==> src/rtl/nmq_pkg.sv <==
package nmq_pkg;

    localparam int NOTES_PER_OCT = 12;
    localparam int PITCH_W       = 20;
    localparam int E_W           = 32;   // Q16.16 note frequencies and working values
    localparam int Q_W           = 15;   // quotient bits out of the divider
    localparam int OCT_W         = 3;
    localparam int NOTE_W        = 4;
    localparam int DEV_W         = 16;

    localparam logic [63:0]    SEMI_Q30    = 64'd1137589835;   // 2^(1/12)
    localparam logic [63:0]    HALF_DN_Q32 = 64'd4172697914;   // 2^(-1/24)
    localparam logic [Q_W-1:0] ONE_Q14     = 15'd16384;

    typedef struct packed {
        logic start;      // latch the request, open the search window
        logic step;       // one binary search step
        logic load;       // fetch table entries around the found index
        logic setup;      // form numerator, denominator and flags
        logic div_step;   // one restoring division step
        logic out_load;   // write the result register
    } t_cmd;

    typedef struct packed {
        logic search_done;
    } t_stat;

    function automatic logic [63:0] semi_up(input logic [63:0] v);
        return (v * SEMI_Q30 + (64'd1 << 29)) >> 30;
    endfunction

    // Q16.16 frequency of table entry idx; octave 4 built from A3 by semitone steps
    function automatic logic [E_W-1:0] note_freq(input int ref_hz, input int idx);
        logic [63:0] v;
        logic [63:0] r;
        int          o;
        int          sh;
        v  = 64'(ref_hz) << 23;
        o  = idx / NOTES_PER_OCT;
        sh = 12 - (o & 7);
        for (int k = 0; k < 3 + (idx % NOTES_PER_OCT); k++) begin
            v = semi_up(v);
        end
        r = (v + (64'd1 << (sh - 1))) >> sh;
        return r[E_W-1:0];
    endfunction

    function automatic logic [E_W-1:0] note_mid(input int ref_hz, input int idx);
        logic [63:0] r;
        r = ({32'd0, note_freq(ref_hz, idx)} * HALF_DN_Q32 + (64'd1 << 31)) >> 32;
        return r[E_W-1:0];
    endfunction

endpackage

==> src/rtl/nmq_ifs.sv <==
interface nmq_in_if;
    logic                             valid;
    logic                             ready;
    logic [nmq_pkg::PITCH_W-1:0]      pitch_hz;

    modport source (output valid, output pitch_hz, input ready);
    modport sink   (input valid, input pitch_hz, output ready);
endinterface

interface nmq_out_if;
    logic                             valid;
    logic                             ready;
    logic [nmq_pkg::OCT_W-1:0]        octave_index;
    logic [nmq_pkg::NOTE_W-1:0]       note_index;
    logic signed [nmq_pkg::DEV_W-1:0] deviation;

    modport source (output valid, output octave_index, output note_index, output deviation,
                    input ready);
    modport sink   (input valid, input octave_index, input note_index, input deviation,
                    output ready);
endinterface

==> src/rtl/nmq_ctrl.sv <==
module nmq_ctrl (
    input  logic            i_clk,
    input  logic            i_rst_n,
    input  logic            i_in_valid,
    output logic            o_in_ready,
    output logic            o_out_valid,
    input  logic            i_out_ready,
    input  nmq_pkg::t_stat  i_stat,
    output nmq_pkg::t_cmd   o_cmd
);

    localparam int CNT_W = $clog2(nmq_pkg::Q_W);

    typedef enum logic [2:0] {
        S_IDLE,
        S_SEARCH,
        S_LOAD,
        S_SETUP,
        S_DIV,
        S_DONE
    } t_state;

    t_state           r_state, n_state;
    logic [CNT_W-1:0] r_cnt, n_cnt;
    logic             r_out_valid, n_out_valid;
    logic             out_free;

    assign out_free    = !r_out_valid || i_out_ready;
    assign o_in_ready  = (r_state == S_IDLE);
    assign o_out_valid = r_out_valid;

    always_comb begin
        o_cmd          = '0;
        o_cmd.start    = (r_state == S_IDLE) && i_in_valid;
        o_cmd.step     = (r_state == S_SEARCH) && !i_stat.search_done;
        o_cmd.load     = (r_state == S_LOAD);
        o_cmd.setup    = (r_state == S_SETUP);
        o_cmd.div_step = (r_state == S_DIV);
        o_cmd.out_load = (r_state == S_DONE) && out_free;
    end

    always_comb begin
        n_state     = r_state;
        n_cnt       = r_cnt;
        n_out_valid = r_out_valid;
        if (i_out_ready) begin
            n_out_valid = 1'b0;
        end
        case (r_state)
            S_IDLE: begin
                if (i_in_valid) begin
                    n_state = S_SEARCH;
                end
            end
            S_SEARCH: begin
                if (i_stat.search_done) begin
                    n_state = S_LOAD;
                end
            end
            S_LOAD: begin
                n_state = S_SETUP;
            end
            S_SETUP: begin
                n_cnt   = '0;
                n_state = S_DIV;
            end
            S_DIV: begin
                if (r_cnt == CNT_W'(nmq_pkg::Q_W - 1)) begin
                    n_state = S_DONE;
                end else begin
                    n_cnt = r_cnt + 1'b1;
                end
            end
            S_DONE: begin
                // hold the result until the output register frees up
                if (out_free) begin
                    n_out_valid = 1'b1;
                    n_state     = S_IDLE;
                end
            end
            default: begin
                n_state = S_IDLE;
            end
        endcase
    end

    always_ff @(posedge i_clk) begin
        if (!i_rst_n) begin
            r_state     <= S_IDLE;
            r_cnt       <= '0;
            r_out_valid <= 1'b0;
        end else begin
            r_state     <= n_state;
            r_cnt       <= n_cnt;
            r_out_valid <= n_out_valid;
        end
    end

    a_accept_starts: assert property (@(posedge i_clk) disable iff (!i_rst_n)
        (r_state == S_IDLE) && i_in_valid |=> (r_state == S_SEARCH))
        else $error("accepted request did not start the search");

    a_div_length: assert property (@(posedge i_clk) disable iff (!i_rst_n)
        (r_state == S_SETUP) |-> ##(nmq_pkg::Q_W + 1) (r_state == S_DONE))
        else $error("divider did not run the full step count");

    a_done_holds: assert property (@(posedge i_clk) disable iff (!i_rst_n)
        (r_state == S_DONE) && r_out_valid && !i_out_ready |=> (r_state == S_DONE))
        else $error("result dropped while output register was full");

endmodule

==> src/rtl/nmq_dp.sv <==
module nmq_dp #(
    parameter int REF_PITCH_HZ = 440,
    parameter int OCTAVES      = 5
) (
    input  logic                             i_clk,
    input  logic                             i_rst_n,
    input  nmq_pkg::t_cmd                    i_cmd,
    output nmq_pkg::t_stat                   o_stat,
    input  logic [nmq_pkg::PITCH_W-1:0]      i_pitch_hz,
    output logic [nmq_pkg::OCT_W-1:0]        o_octave_index,
    output logic [nmq_pkg::NOTE_W-1:0]       o_note_index,
    output logic signed [nmq_pkg::DEV_W-1:0] o_deviation
);

    localparam int L    = OCTAVES * nmq_pkg::NOTES_PER_OCT;
    localparam int IW   = $clog2(L);
    localparam int E_W  = nmq_pkg::E_W;
    localparam int Q_W  = nmq_pkg::Q_W;
    localparam int N_W  = E_W + 14;

    logic [E_W-1:0] c_note [L];
    logic [E_W-1:0] c_mid  [L];

    for (genvar g = 0; g < L; g++) begin : g_tab
        assign c_note[g] = nmq_pkg::note_freq(REF_PITCH_HZ, g);
        assign c_mid[g]  = nmq_pkg::note_mid(REF_PITCH_HZ, g);
    end

    function automatic logic [nmq_pkg::OCT_W+nmq_pkg::NOTE_W-1:0] split_idx(
        input logic [IW-1:0] idx);
        logic [nmq_pkg::OCT_W-1:0] oct;
        logic [IW-1:0]             base;
        logic [IW-1:0]             rem;
        oct  = '0;
        base = '0;
        for (int k = 1; k < OCTAVES; k++) begin
            if (idx >= IW'(k * nmq_pkg::NOTES_PER_OCT)) begin
                oct  = nmq_pkg::OCT_W'(k);
                base = IW'(k * nmq_pkg::NOTES_PER_OCT);
            end
        end
        rem = idx - base;
        return {oct, rem[nmq_pkg::NOTE_W-1:0]};
    endfunction

    logic [E_W-1:0]    r_f;
    logic [IW-1:0]     r_lo, r_hi;
    logic [E_W-1:0]    r_fi, r_m, r_fl;
    logic              r_first;
    logic [nmq_pkg::OCT_W+nmq_pkg::NOTE_W-1:0] r_pos_i, r_pos_p;
    logic [nmq_pkg::OCT_W+nmq_pkg::NOTE_W-1:0] r_pos;
    logic              r_neg, r_sat, r_zero;
    logic [E_W-1:0]    r_den, r_rem;
    logic [Q_W-1:0]    r_dvd;
    logic [nmq_pkg::OCT_W-1:0]        r_oct;
    logic [nmq_pkg::NOTE_W-1:0]       r_note;
    logic signed [nmq_pkg::DEV_W-1:0] r_dev;

    // search
    logic [IW:0]    mid_sum;
    logic [IW-1:0]  mid;
    logic [IW-1:0]  prev;

    assign mid_sum            = {1'b0, r_lo} + {1'b0, r_hi};
    assign mid                = mid_sum[IW:1];
    assign prev               = (r_lo == '0) ? '0 : r_lo - 1'b1;
    assign o_stat.search_done = (r_lo == r_hi);

    always_ff @(posedge i_clk) begin
        if (!i_rst_n) begin
            r_lo <= '0;
            r_hi <= IW'(L - 1);
        end else if (i_cmd.start) begin
            r_lo <= '0;
            r_hi <= IW'(L - 1);
        end else if (i_cmd.step) begin
            if (c_note[mid] >= r_f) begin
                r_hi <= mid;
            end else begin
                r_lo <= mid + 1'b1;
            end
        end
    end

    always_ff @(posedge i_clk) begin
        if (i_cmd.start) begin
            r_f <= E_W'({i_pitch_hz, 8'd0});
        end
        if (i_cmd.load) begin
            r_fi    <= c_note[r_lo];
            r_m     <= c_mid[r_lo];
            r_fl    <= c_note[prev];
            r_first <= (r_lo == '0);
            r_pos_i <= split_idx(r_lo);
            r_pos_p <= split_idx(prev);
        end
    end

    // numerator, denominator and special cases
    logic [E_W-1:0] num, den;
    logic           s_neg, s_sat, s_zero;
    logic [nmq_pkg::OCT_W+nmq_pkg::NOTE_W-1:0] s_pos;
    logic [N_W-1:0] dvd_full;

    always_comb begin
        num    = '0;
        den    = '0;
        s_neg  = 1'b0;
        s_sat  = 1'b0;
        s_zero = 1'b0;
        s_pos  = r_pos_i;
        if (r_first) begin
            num = r_fi - r_f;
            den = r_fi;
        end else if (r_f > r_m) begin
            if (r_f > r_fi) begin
                s_sat = 1'b1;
            end else begin
                s_neg = 1'b1;
                num   = r_fi - r_f;
                den   = (r_fi > r_m) ? r_fi - r_m : '0;
            end
        end else begin
            s_pos  = r_pos_p;
            s_zero = (r_f <= r_fl);
            num    = s_zero ? '0 : r_f - r_fl;
            den    = (r_m > r_fl) ? r_m - r_fl : '0;
        end
        if (!s_zero && ((den == '0) || (num >= den))) begin
            s_sat = 1'b1;
        end
        dvd_full = {num, 14'd0} + N_W'(den >> 1);
    end

    // restoring division: quotient bits shift into the low end of r_dvd
    logic [E_W:0] trial;
    logic         q_bit;

    assign trial = {r_rem, r_dvd[Q_W-1]};
    assign q_bit = (trial >= {1'b0, r_den});

    always_ff @(posedge i_clk) begin
        if (i_cmd.setup) begin
            r_neg  <= s_neg;
            r_sat  <= s_sat;
            r_zero <= s_zero;
            r_pos  <= s_pos;
            r_den  <= den;
            r_rem  <= E_W'(dvd_full[N_W-1:Q_W]);
            r_dvd  <= dvd_full[Q_W-1:0];
        end else if (i_cmd.div_step) begin
            r_rem  <= q_bit ? E_W'(trial - {1'b0, r_den}) : trial[E_W-1:0];
            r_dvd  <= {r_dvd[Q_W-2:0], q_bit};
        end
    end

    logic [Q_W-1:0]            mag;
    logic signed [nmq_pkg::DEV_W-1:0] mag_s;

    always_comb begin
        if (r_zero) begin
            mag = '0;
        end else if (r_sat || (r_dvd > nmq_pkg::ONE_Q14)) begin
            mag = nmq_pkg::ONE_Q14;
        end else begin
            mag = r_dvd;
        end
        mag_s = signed'({1'b0, mag});
    end

    always_ff @(posedge i_clk) begin
        if (i_cmd.out_load) begin
            r_oct  <= r_pos[nmq_pkg::OCT_W+nmq_pkg::NOTE_W-1:nmq_pkg::NOTE_W];
            r_note <= r_pos[nmq_pkg::NOTE_W-1:0];
            r_dev  <= r_neg ? -mag_s : mag_s;
        end
    end

    assign o_octave_index = r_oct;
    assign o_note_index   = r_note;
    assign o_deviation    = r_dev;

    a_window_ordered: assert property (@(posedge i_clk) disable iff (!i_rst_n)
        (r_lo <= r_hi) && (r_hi <= IW'(L - 1)))
        else $error("search window out of order or out of the table");

    a_dev_range: assert property (@(posedge i_clk) disable iff (!i_rst_n)
        $past(i_cmd.out_load) |->
            (r_dev <= 16'sd16384) && (r_dev >= -16'sd16384))
        else $error("deviation outside plus or minus one");

endmodule

==> src/rtl/nearest_musical_note_quantizer.sv <==
// Nearest equal-tempered note for a pitch given in unsigned Q12.8 hertz. The note table
// (OCTAVES octaves from octave 0, tuned to A4 = REF_PITCH_HZ) is fixed at elaboration.
// Each request returns octave, semitone (0 = C) and a signed Q1.14 deviation in
// [-1.0, +1.0]. Each request runs a binary search over the table (5 or 6 steps for
// the default 60 entries, at most 7), then the 15-step restoring divider that forms
// the deviation. The input is taken only while no request is in work, but a finished
// result waiting in the output register does not block the next request.
module nearest_musical_note_quantizer #(
    parameter int REF_PITCH_HZ = 440,
    parameter int OCTAVES      = 5
) (
    input  logic       i_clk,
    input  logic       i_rst_n,
    nmq_in_if.sink     i_pitch,
    nmq_out_if.source  o_note
);

    nmq_pkg::t_cmd  cmd;
    nmq_pkg::t_stat stat;

    nmq_ctrl u_ctrl (
        .i_clk       (i_clk),
        .i_rst_n     (i_rst_n),
        .i_in_valid  (i_pitch.valid),
        .o_in_ready  (i_pitch.ready),
        .o_out_valid (o_note.valid),
        .i_out_ready (o_note.ready),
        .i_stat      (stat),
        .o_cmd       (cmd)
    );

    nmq_dp #(
        .REF_PITCH_HZ (REF_PITCH_HZ),
        .OCTAVES      (OCTAVES)
    ) u_dp (
        .i_clk          (i_clk),
        .i_rst_n        (i_rst_n),
        .i_cmd          (cmd),
        .o_stat         (stat),
        .i_pitch_hz     (i_pitch.pitch_hz),
        .o_octave_index (o_note.octave_index),
        .o_note_index   (o_note.note_index),
        .o_deviation    (o_note.deviation)
    );

endmodule

==> src/flat_wrapper.sv <==
// flat-port wrapper written by rule: the top's interface ports become plain ports
module nearest_musical_note_quantizer_flat 
#(
    parameter int REF_PITCH_HZ = 440,
    parameter int OCTAVES      = 5
)
  (i_clk, i_rst_n, i_pitch_valid, i_pitch_pitch_hz, i_pitch_ready, o_note_valid, o_note_octave_index, o_note_note_index, o_note_deviation, o_note_ready);
  nmq_in_if i_pitch_i ();
  nmq_out_if o_note_i ();
  input  logic i_clk;
  input  logic i_rst_n;
  input wire logic [$bits(i_pitch_i.valid)-1:0] i_pitch_valid;
  input wire logic [$bits(i_pitch_i.pitch_hz)-1:0] i_pitch_pitch_hz;
  output wire logic [$bits(i_pitch_i.ready)-1:0] i_pitch_ready;
  output wire logic [$bits(o_note_i.valid)-1:0] o_note_valid;
  output wire logic [$bits(o_note_i.octave_index)-1:0] o_note_octave_index;
  output wire logic [$bits(o_note_i.note_index)-1:0] o_note_note_index;
  output wire logic [$bits(o_note_i.deviation)-1:0] o_note_deviation;
  input wire logic [$bits(o_note_i.ready)-1:0] o_note_ready;
  assign i_pitch_i.valid = i_pitch_valid;
  assign i_pitch_i.pitch_hz = i_pitch_pitch_hz;
  assign i_pitch_ready = i_pitch_i.ready;
  assign o_note_valid = o_note_i.valid;
  assign o_note_octave_index = o_note_i.octave_index;
  assign o_note_note_index = o_note_i.note_index;
  assign o_note_deviation = o_note_i.deviation;
  assign o_note_i.ready = o_note_ready;
  nearest_musical_note_quantizer #(.REF_PITCH_HZ(REF_PITCH_HZ), .OCTAVES(OCTAVES)) u_core (.i_clk(i_clk), .i_rst_n(i_rst_n), .i_pitch(i_pitch_i), .o_note(o_note_i));
endmodule
==> config.mk <==
export PLATFORM = sky130hd
export DESIGN_NAME = nearest_musical_note_quantizer_flat
export DESIGN_NICKNAME = d
export VERILOG_FILES = /design/src/rtl/nmq_pkg.sv /design/src/rtl/nmq_ifs.sv /design/src/rtl/nmq_ctrl.sv /design/src/rtl/nmq_dp.sv /design/src/rtl/nearest_musical_note_quantizer.sv /design/src/flat_wrapper.sv
export SDC_FILE = /design/constraint.sdc
export NUM_CORES = 1
export LEC_CHECK = 0
export BUFFER_PORTS_ARGS = -buffer_cell sky130_fd_sc_hd__buf_2
export CAP_MARGIN = 30
export CORE_MARGIN = 3
export CORE_UTILIZATION = 40
export CTS_CLUSTER_SIZE = 16
export DETAILED_ROUTE_END_ITERATION = 10
export SYNTH_ARGS = -nofsm -noshare
export SYNTH_HDL_FRONTEND = slang
export SYNTH_SLANG_ARGS = --single-unit
==> constraint.sdc <==
create_clock -name i_clk -period 11.1 [get_ports i_clk]
set_clock_uncertainty 0.05 [all_clocks]
set_input_delay 1.11 -clock i_clk [delete_from_list [all_inputs] [get_ports i_clk]]
set_output_delay 1.11 -clock i_clk [all_outputs]
set_load 0.02 [all_outputs]
==> results of run 1 <==
==> worst paths after layout <==
| path | startpoint | endpoint | slack, ns | cells past startpoint |
|---|---|---|---|---|
| setup / recovery | u_core.u_dp.r_f[8] | u_core.u_dp.r_rem[27] | 4.02 | 24 |
| hold / removal | u_core.u_dp.r_pos[3] | u_core.u_dp.o_note_index[3] | 0.37 | 0 |
| setup reg to reg | u_core.u_dp.r_f[8] | u_core.u_dp.r_rem[27] | 4.02 | 24 |
| hold reg to reg | u_core.u_dp.r_pos[3] | u_core.u_dp.o_note_index[3] | 0.37 | 0 |
==> metal layers <==
metal | up-vias | track usage
met5 | - | 0
met4 | 4 | 0.142
met3 | 318 | 0.0380
met2 | 1475 | 0.439
met1 | 12400 | 0.382
li1 | 12400 | -
==> power breakdown <==
part | total (W) | internal, W | leakage, nW | switching (W)
combinational | 0.00678 | 0.00225 | 8.48 | 0.00453
clock | 0.000982 | 0.000567 | 0.478 | 0.000415
sequential | 0.00147 | 0.00132 | 2.20 | 0.000153
==> flip-flops by register name, indices dropped and copies added (netlist names), 6 cells and up <==
name	flops
u_core.u_dp.r_lo	6
u_core.u_dp.r_f	20
u_core.u_dp.r_den	32
u_core.u_dp.r_rem	32
u_core.u_dp.o_deviation	16
u_core.u_dp.r_fl	25
u_core.u_dp.r_pos_i	7
u_core.u_dp.r_dvd	15
u_core.u_dp.r_pos_p	7
u_core.u_dp.r_m	25
u_core.u_dp.r_pos	7
u_core.u_dp.r_fi	25
u_core.u_dp.r_hi	6
==> cells in the final DEF, fill, tap and decap left out, types with 50 or more instances in the layout <==
cell	synthesis	layout
nor2_1	296	294
a21o_1	67	67
xor2_1	50	50
buf_2	5	50
a21oi_1	322	321
ha_1	256	256
o211ai_1	65	65
nand3_1	80	80
nand2_1	318	317
buf_4	0	65
inv_1	203	203
a211oi_1	79	79
xnor2_1	91	86
edfxtp_1	221	221
nor3_1	87	87
o21ai_0	303	302
==> final cells by class <==
cell class,count,share of cell area
Clock buffer,39,0.0287
Inverter,210,0.0279
Timing Repair Buffer,116,0.0268
Multi-Input combinational cell,2689,0.623
Sequential cell,242,0.250
Tap cell,855,0.0377
Clock inverter,16,0.00605
==> worst max-delay path: cells and delay by family, from the launching register on <==
family / cells / cell delay [ns]
AO/OA/AOI/OAI: 13 / 3.18
adder cells (fa/ha/maj): 4 / 0.90
AND/OR/NAND/NOR: 5 / 1.89
buffers and inverters: 2 / 0.22
flip-flops: 1 / 0.54
==> synth_stat cells, types with 17 or more instances <==
| cell type | n |
|---|---|
| a211oi_1 | 79 |
| a21o_1 | 67 |
| a21oi_1 | 322 |
| a221oi_1 | 18 |
| a22oi_1 | 18 |
| a311oi_1 | 24 |
| a31oi_1 | 46 |
| buf_1 | 29 |
| clkbuf_1 | 175 |
| dfxtp_1 | 21 |
| edfxtp_1 | 221 |
| ha_1 | 256 |
| inv_1 | 203 |
| mux2i_1 | 23 |
| nand2_1 | 318 |
| nand2b_1 | 39 |
| nand3_1 | 80 |
| nand4_1 | 38 |
| nor2_1 | 296 |
| nor2b_1 | 32 |
| nor3_1 | 87 |
| o211ai_1 | 65 |
| o21a_1 | 39 |
| o21ai_0 | 303 |
| o21bai_1 | 17 |
| o221ai_1 | 21 |
| o22ai_1 | 41 |
| o311ai_0 | 17 |
| o31ai_1 | 28 |
| xnor2_1 | 91 |
| xor2_1 | 50 |
==> cell families after synthesis <==
logic type | synth area share
other | 0.000286
AOI/OAI and AO/OA | 0.302
xor gates and xnor gates | 0.0471
DFF | 0.269
and+or+nand+nor | 0.180
adders and majority gates | 0.127
buffers and inverters | 0.0602
muxes | 0.0152
==> metrics by stage <==
| step | total power [W] | cell area, um^2 | worst slack (ns) | hold WS [ns] | cells |
|---|---|---|---|---|---|
| after CTS | 0.00901 | 28300 | 4.21 | 0.370 | 4167 |
| after floorplan | 0.00605 | 26200 | 3.29 | 0.350 | 3350 |
| after global placement | 0.00802 | 27300 | 4.36 | 0.355 | 4109 |
| after detailed placement | 0.00799 | 27400 | 4.23 | 0.356 | 4112 |
| after global routing | 0.00987 | 28300 | 3.44 | 0.376 | 4167 |
| final | 0.00924 | 28300 | 4.02 | 0.369 | 4167 |
==> flow_metrics.py, run 1 <==
metrics = {
    "clock_network": {
        "cts_tree": "done",
        "cts_setup_buffers": 0,
        "numCtsBuffers": 30,
        "htree_levels": 1,
        "clk_latency_ns": 0.63,
        "cts_hold_buffers": 0,
        "clock_path_buffers": 3,
        "clkTransAtPathRegs_ns": 0.06,
        "cts.sinks": 242,
        "clock-root-buffer": "clkbuf_16",
        "cts_resized": 0,
    },
    "worst_setup_path": {
        "startpoint_type": "flop",
        "endpoint_kind": "flop",
        "crit_required_ns": 11.39,
        "crit_chain": "ha_1 -> inv_1 -> fa_1 -> a21o_1 -> a311o_1 -> o221ai_1 -> o31ai_1 -> nand4_1 -> nor4_1 -> a221oi_1 -> inv_1 -> ha_1 -> fa_1 -> a21o_1 -> a21oi_1 -> o21ai_0 -> o22ai_1 -> o211a_1 -> a21oi_1 -> nor2_1 -> nor3_2 -> nand3_1 -> o311ai_1 -> o21ai_0",
        "critPathSlowestCell": "o31ai_1",
        "max_stage_delay_ns": 0.79,
        "critical_path_arrival_ns": 7.37,
        "critical_path_class": "flop to flop",
        "critPathMaxFanout": 13,
    },
    "global_route": {
        "grt_max_degree": 90,
        "grt_overflow": 0,
        "antenna_found_initial": 2,
        "grt_pass1_wl_um": 150000,
        "gr-usage-all-layers": 0.281,
        "first_global_vias": 24500,
    },
    "sta": {
        "slew_headroom": 0.308,
        "slew_viol_final": 0,
        "period_share": 0.638,
        "period_minus_slack_ns": 7.08,
        "fmax_ghz": 0.141,
        "rsz0062_at_grt": "no",
        "finalSetupTns_ns": 0,
        "hold_viol": 0,
        "tightestPinTransition_ns": 1.03,
        "setup_viol": 0,
    },
    "route": {
        "first_pass_iters": 6,
        "top_layer_used": "met5",
        "routed_wl_um": 99100,
        "wl_met3_um": 8410,
        "drt_iter0_drc": 3488,
        "vias_per_cell": 6.38,
        "drc_errors": 0,
        "wl_met2_um": 43100,
        "wl_per_cell_um": 23.8,
        "wirelength_met1_um": 41400,
        "ant_nets": 0,
        "vias": 26600,
    },
    "run": {
        "maxCapViolations": 0,
    },
    "power": {
        "worst_ir_drop_vdd_mv": 0.237,
        "cellPowerDensity_nw_per_um2": 326,
        "cellLeakagePower_nw": 11.2,
    },
    "synth": {
        "post_synth_num_cell_types": 96,
        "synth_area_um2": 26200,
        "async_flop_share": 0,
        "synthTopCellsByArea": "edfxtp_1 25%, ha_1 12%, a21oi_1 6.1%",
        "ys_seq_area_frac": 0.269,
        "avgSynthCellArea_um2": 7.84,
        "synth_top_flop_cell": "edfxtp_1",
        "yosysTopAreaCell": "edfxtp_1",
        "synth_top_area_share": 0.253,
        "synth_edf_count": 221,
        "synthCells": 3343,
        "yosysWarnings": 0,
        "synth-seq-cells": 242,
    },
    "floorplanning": {
        "initial_core_util": 0.405,
        "pin_count": 49,
        "fp.dieW_um": 262,
        "core_um2": 64700,
        "dieArea_um2": 68600,
        "num_rows": 93,
        "die_h_um": 262,
    },
    "final_layout": {
        "fillers": 6635,
        "multi_input_area_um2": 17700,
        "drive_above_1_share": 0.0737,
        "antenna_cells": 0,
        "regArea_um2": 7070,
        "syn_to_final_growth_pct": 8.12,
        "final_core_util": 0.438,
        "nNetsFinal": 3575,
    },
    "placement": {
        "portBuffers": 48,
        "dpl.hpwl_um": 74300,
        "place.gp.congestion": 1.02,
    },
    "run_status": {
        "status": "finished clean",
    },
    "hold_path": {
        "worstHoldPathType": "flop to flop",
    },
}
(Power assumes the default switching activity.)
==> inputs of run 2 (changes only) <==
==> constraint.sdc (replaced) <==
create_clock -name i_clk -period 5.9 [get_ports i_clk]
set_clock_uncertainty 0.05 [all_clocks]
set_input_delay 0.59 -clock i_clk [delete_from_list [all_inputs] [get_ports i_clk]]
set_output_delay 0.59 -clock i_clk [all_outputs]
set_load 0.02 [all_outputs]
==> flow_metrics.py, run 2 (synthesized netlist as in run 1, its figures left out) <==
metrics = {
    "run_status": {
        "status": "finished clean",
    },
    "worst_setup_path": {
        "regToRegStartpoint": "u_core.u_dp.r_m[1]",
        "critical_path_arrival_ns": 5.91,
        "crit_required_ns": 6.17,
        "startpoint": "u_core.u_dp.r_m[1]",
        "critPathMaxFanout": 5,
        "cp-endpoint": "u_core.u_dp.r_rem[28]",
        "ff2ff_path_depth": 24,
        "regToRegSetupSlack_ns": 0.26,
        "endpoint_kind": "flop",
        "startpoint_type": "flop",
        "timing.rr.end": "u_core.u_dp.r_rem[28]",
        "critical_path_class": "flop to flop",
    },
    "final_layout": {
        "fillers": 6580,
        "drive_above_1_share": 0.104,
        "multi_input_area_um2": 17700,
        "nNetsFinal": 3680,
        "mostFrequentLayoutCells": "319 x a21oi_1, 317 x nand2_1, 299 x o21ai_0",
        "syn_to_final_growth_pct": 11.4,
        "final_cell_count_no_fill": 4272,
        "regArea_um2": 7070,
        "largestRegisters": "u_core.u_dp.r_den (32), u_core.u_dp.r_rem (32)",
        "layout_commonest_cell": "a21oi_1",
        "final_area_um2": 29200,
    },
    "clock_network": {
        "cts_hold_buffers": 0,
        "cts.sinks": 242,
        "clock_path_buffers": 3,
        "clock-root-buffer": "clkbuf_16",
        "numCtsBuffers": 29,
        "clk_latency_ns": 0.61,
        "htree_levels": 1,
        "clkTransAtPathRegs_ns": 0.07,
        "cts_tree": "done",
    },
    "sta": {
        "rsz0062_at_grt": "yes",
        "slew_headroom": 0.309,
        "hold_viol": 0,
        "period_minus_slack_ns": 5.64,
        "fmax_ghz": 0.177,
        "period_share": 0.956,
        "fin_ws_ns": 0.262,
        "setup_viol": 0,
        "hold_slack_ns": 0.106,
        "tightestPinTransition_ns": 1.03,
        "slew_viol_final": 0,
    },
    "power": {
        "internal-power_w": 0.00805,
        "p_sw_w": 0.00981,
        "cellLeakagePower_nw": 11.7,
        "worst_ir_drop_vdd_mv": 0.428,
        "power_frac_clock": 0.100,
        "swShare": 0.549,
        "power_frac_seq": 0.151,
        "power_frac_comb": 0.749,
        "cellPowerDensity_nw_per_um2": 612,
    },
    "placement": {
        "placedCellCount": 4216,
        "place.gp.congestion": 1.00,
        "preCtsSetupSlack_ns": -0.0656,
        "portBuffers": 48,
        "postPlaceCellArea_um2": 28200,
        "dpl.hpwl_um": 78600,
    },
    "global_route": {
        "grt_max_degree": 158,
        "gr-usage-all-layers": 0.291,
        "antenna_found_initial": 6,
        "grt_overflow": 0,
        "grt_pass1_wl_um": 154000,
        "first_global_vias": 24600,
    },
    "route": {
        "drt_iter0_drc": 3713,
        "wl_per_cell_um": 24.0,
        "vias": 26800,
        "drc_errors": 0,
        "vias_per_cell": 6.28,
        "routed_wl_um": 103000,
        "first_pass_iters": 11,
        "ant_nets": 0,
    },
    "floorplanning": {
        "num_rows": 93,
        "initial_core_util": 0.405,
        "dieArea_um2": 68600,
        "core_um2": 64700,
        "fp.dieW_um": 262,
        "die_h_um": 262,
        "pin_count": 49,
    },
    "run": {
        "maxCapViolations": 0,
    },
    "hold_path": {
        "worstHoldPathType": "primary input to flop",
    },
}
-- run 2: cell type report --
class                           instances  share of cell area
Tap cell                              855              0.0366
Antenna cell                            1           0.0000857
Multi-Input combinational cell       2689               0.607
Inverter                              210              0.0270
Clock buffer                           35              0.0256
Clock inverter                         18             0.00634
Sequential cell                       242               0.242
Timing Repair Buffer                  222              0.0547
-- run 2: metal layers --
metal / track usage / routed length [um] / part of all wire / vias to the layer above
met4: 0.135 / 5850 / 0.057 / 8
met5: 0 / 64 / 0.00062 / -
met2: 0.466 / 45800 / 0.45 / 1403
li1: - / - / - / 12600
met3: 0.0336 / 8310 / 0.081 / 331
met1: 0.392 / 42600 / 0.42 / 12500
-- run 2: worst min-delay path by stage --
stage | from | endpoint | slack (ns) | depth (start not counted)
after global placement | u_core.u_dp.r_pos[1] | u_core.u_dp.o_note_index[1] | 0.35 | 0
after CTS | i_pitch_pitch_hz[12] | u_core.u_dp.r_f[20] | 0.08 | 1
after detailed placement | u_core.u_dp.r_pos[5] | u_core.u_dp.o_octave_index[1] | 0.36 | 0
after global routing | i_pitch_pitch_hz[8] | u_core.u_dp.r_f[16] | 0.1 | 1
after floorplan | u_core.u_dp.r_pos[0] | u_core.u_dp.o_note_index[0] | 0.35 | 0
final | i_pitch_pitch_hz[12] | u_core.u_dp.r_f[20] | 0.11 | 1
-- run 2: what timing repair did --
item / CTS / global route
pin swaps: 0 / 3
endpoints found under the setup margin: 2 / 32
setup buffers: 0 / 1
endpoints found under the hold margin: 0 / 0
gates cloned: 0 / 0
gates resized for setup: 2 / 16
-- run 2: power groups by stage --
stage	logic, W	clock network, W	registers [W]
6_report	0.0134	0.00179	0.00270
5_1_grt	0.0144	0.00189	0.00271
4_1_cts	0.0129	0.00183	0.00269
3_5_place_dp	0.0129	0	0.00272
3_3_place_gp	0.0130	0	0.00272
2_1_floorplan	0.00874	0	0.00263
-- run 2: per-stage QoR --
step	utilization	power [W]	setup TNS [ns]
3_5_place_dp	0.436	0.0156	-0.101
4_1_cts	0.450	0.0175	0
6_report	0.451	0.0179	0
3_3_place_gp	0.435	0.0157	0
5_1_grt	0.451	0.0190	-0.0267
2_1_floorplan	-	0.0114	0
-- run 2: worst max-delay path, stage by stage, from the launching register on --
cell and delay, ns:
edfxtp_1 0.48, ha_1 0.36, nor2b_1 0.15, o31a_1 0.26, o21ai_0 0.25, a21boi_0 0.18
o21ai_0 0.20, buf_4 0.17, o21bai_1 0.10, a21oi_1 0.25, o31ai_1 0.10, buf_4 0.14
xnor2_1 0.13, o311ai_1 0.60, ha_1 0.26, buf_4 0.13, a21o_1 0.10, a21oi_1 0.07
a31oi_1 0.21, o21ai_0 0.13, a31o_2 0.28, nor2_2 0.17, nand3_2 0.13, o311a_1 0.34
o21bai_1 0.16
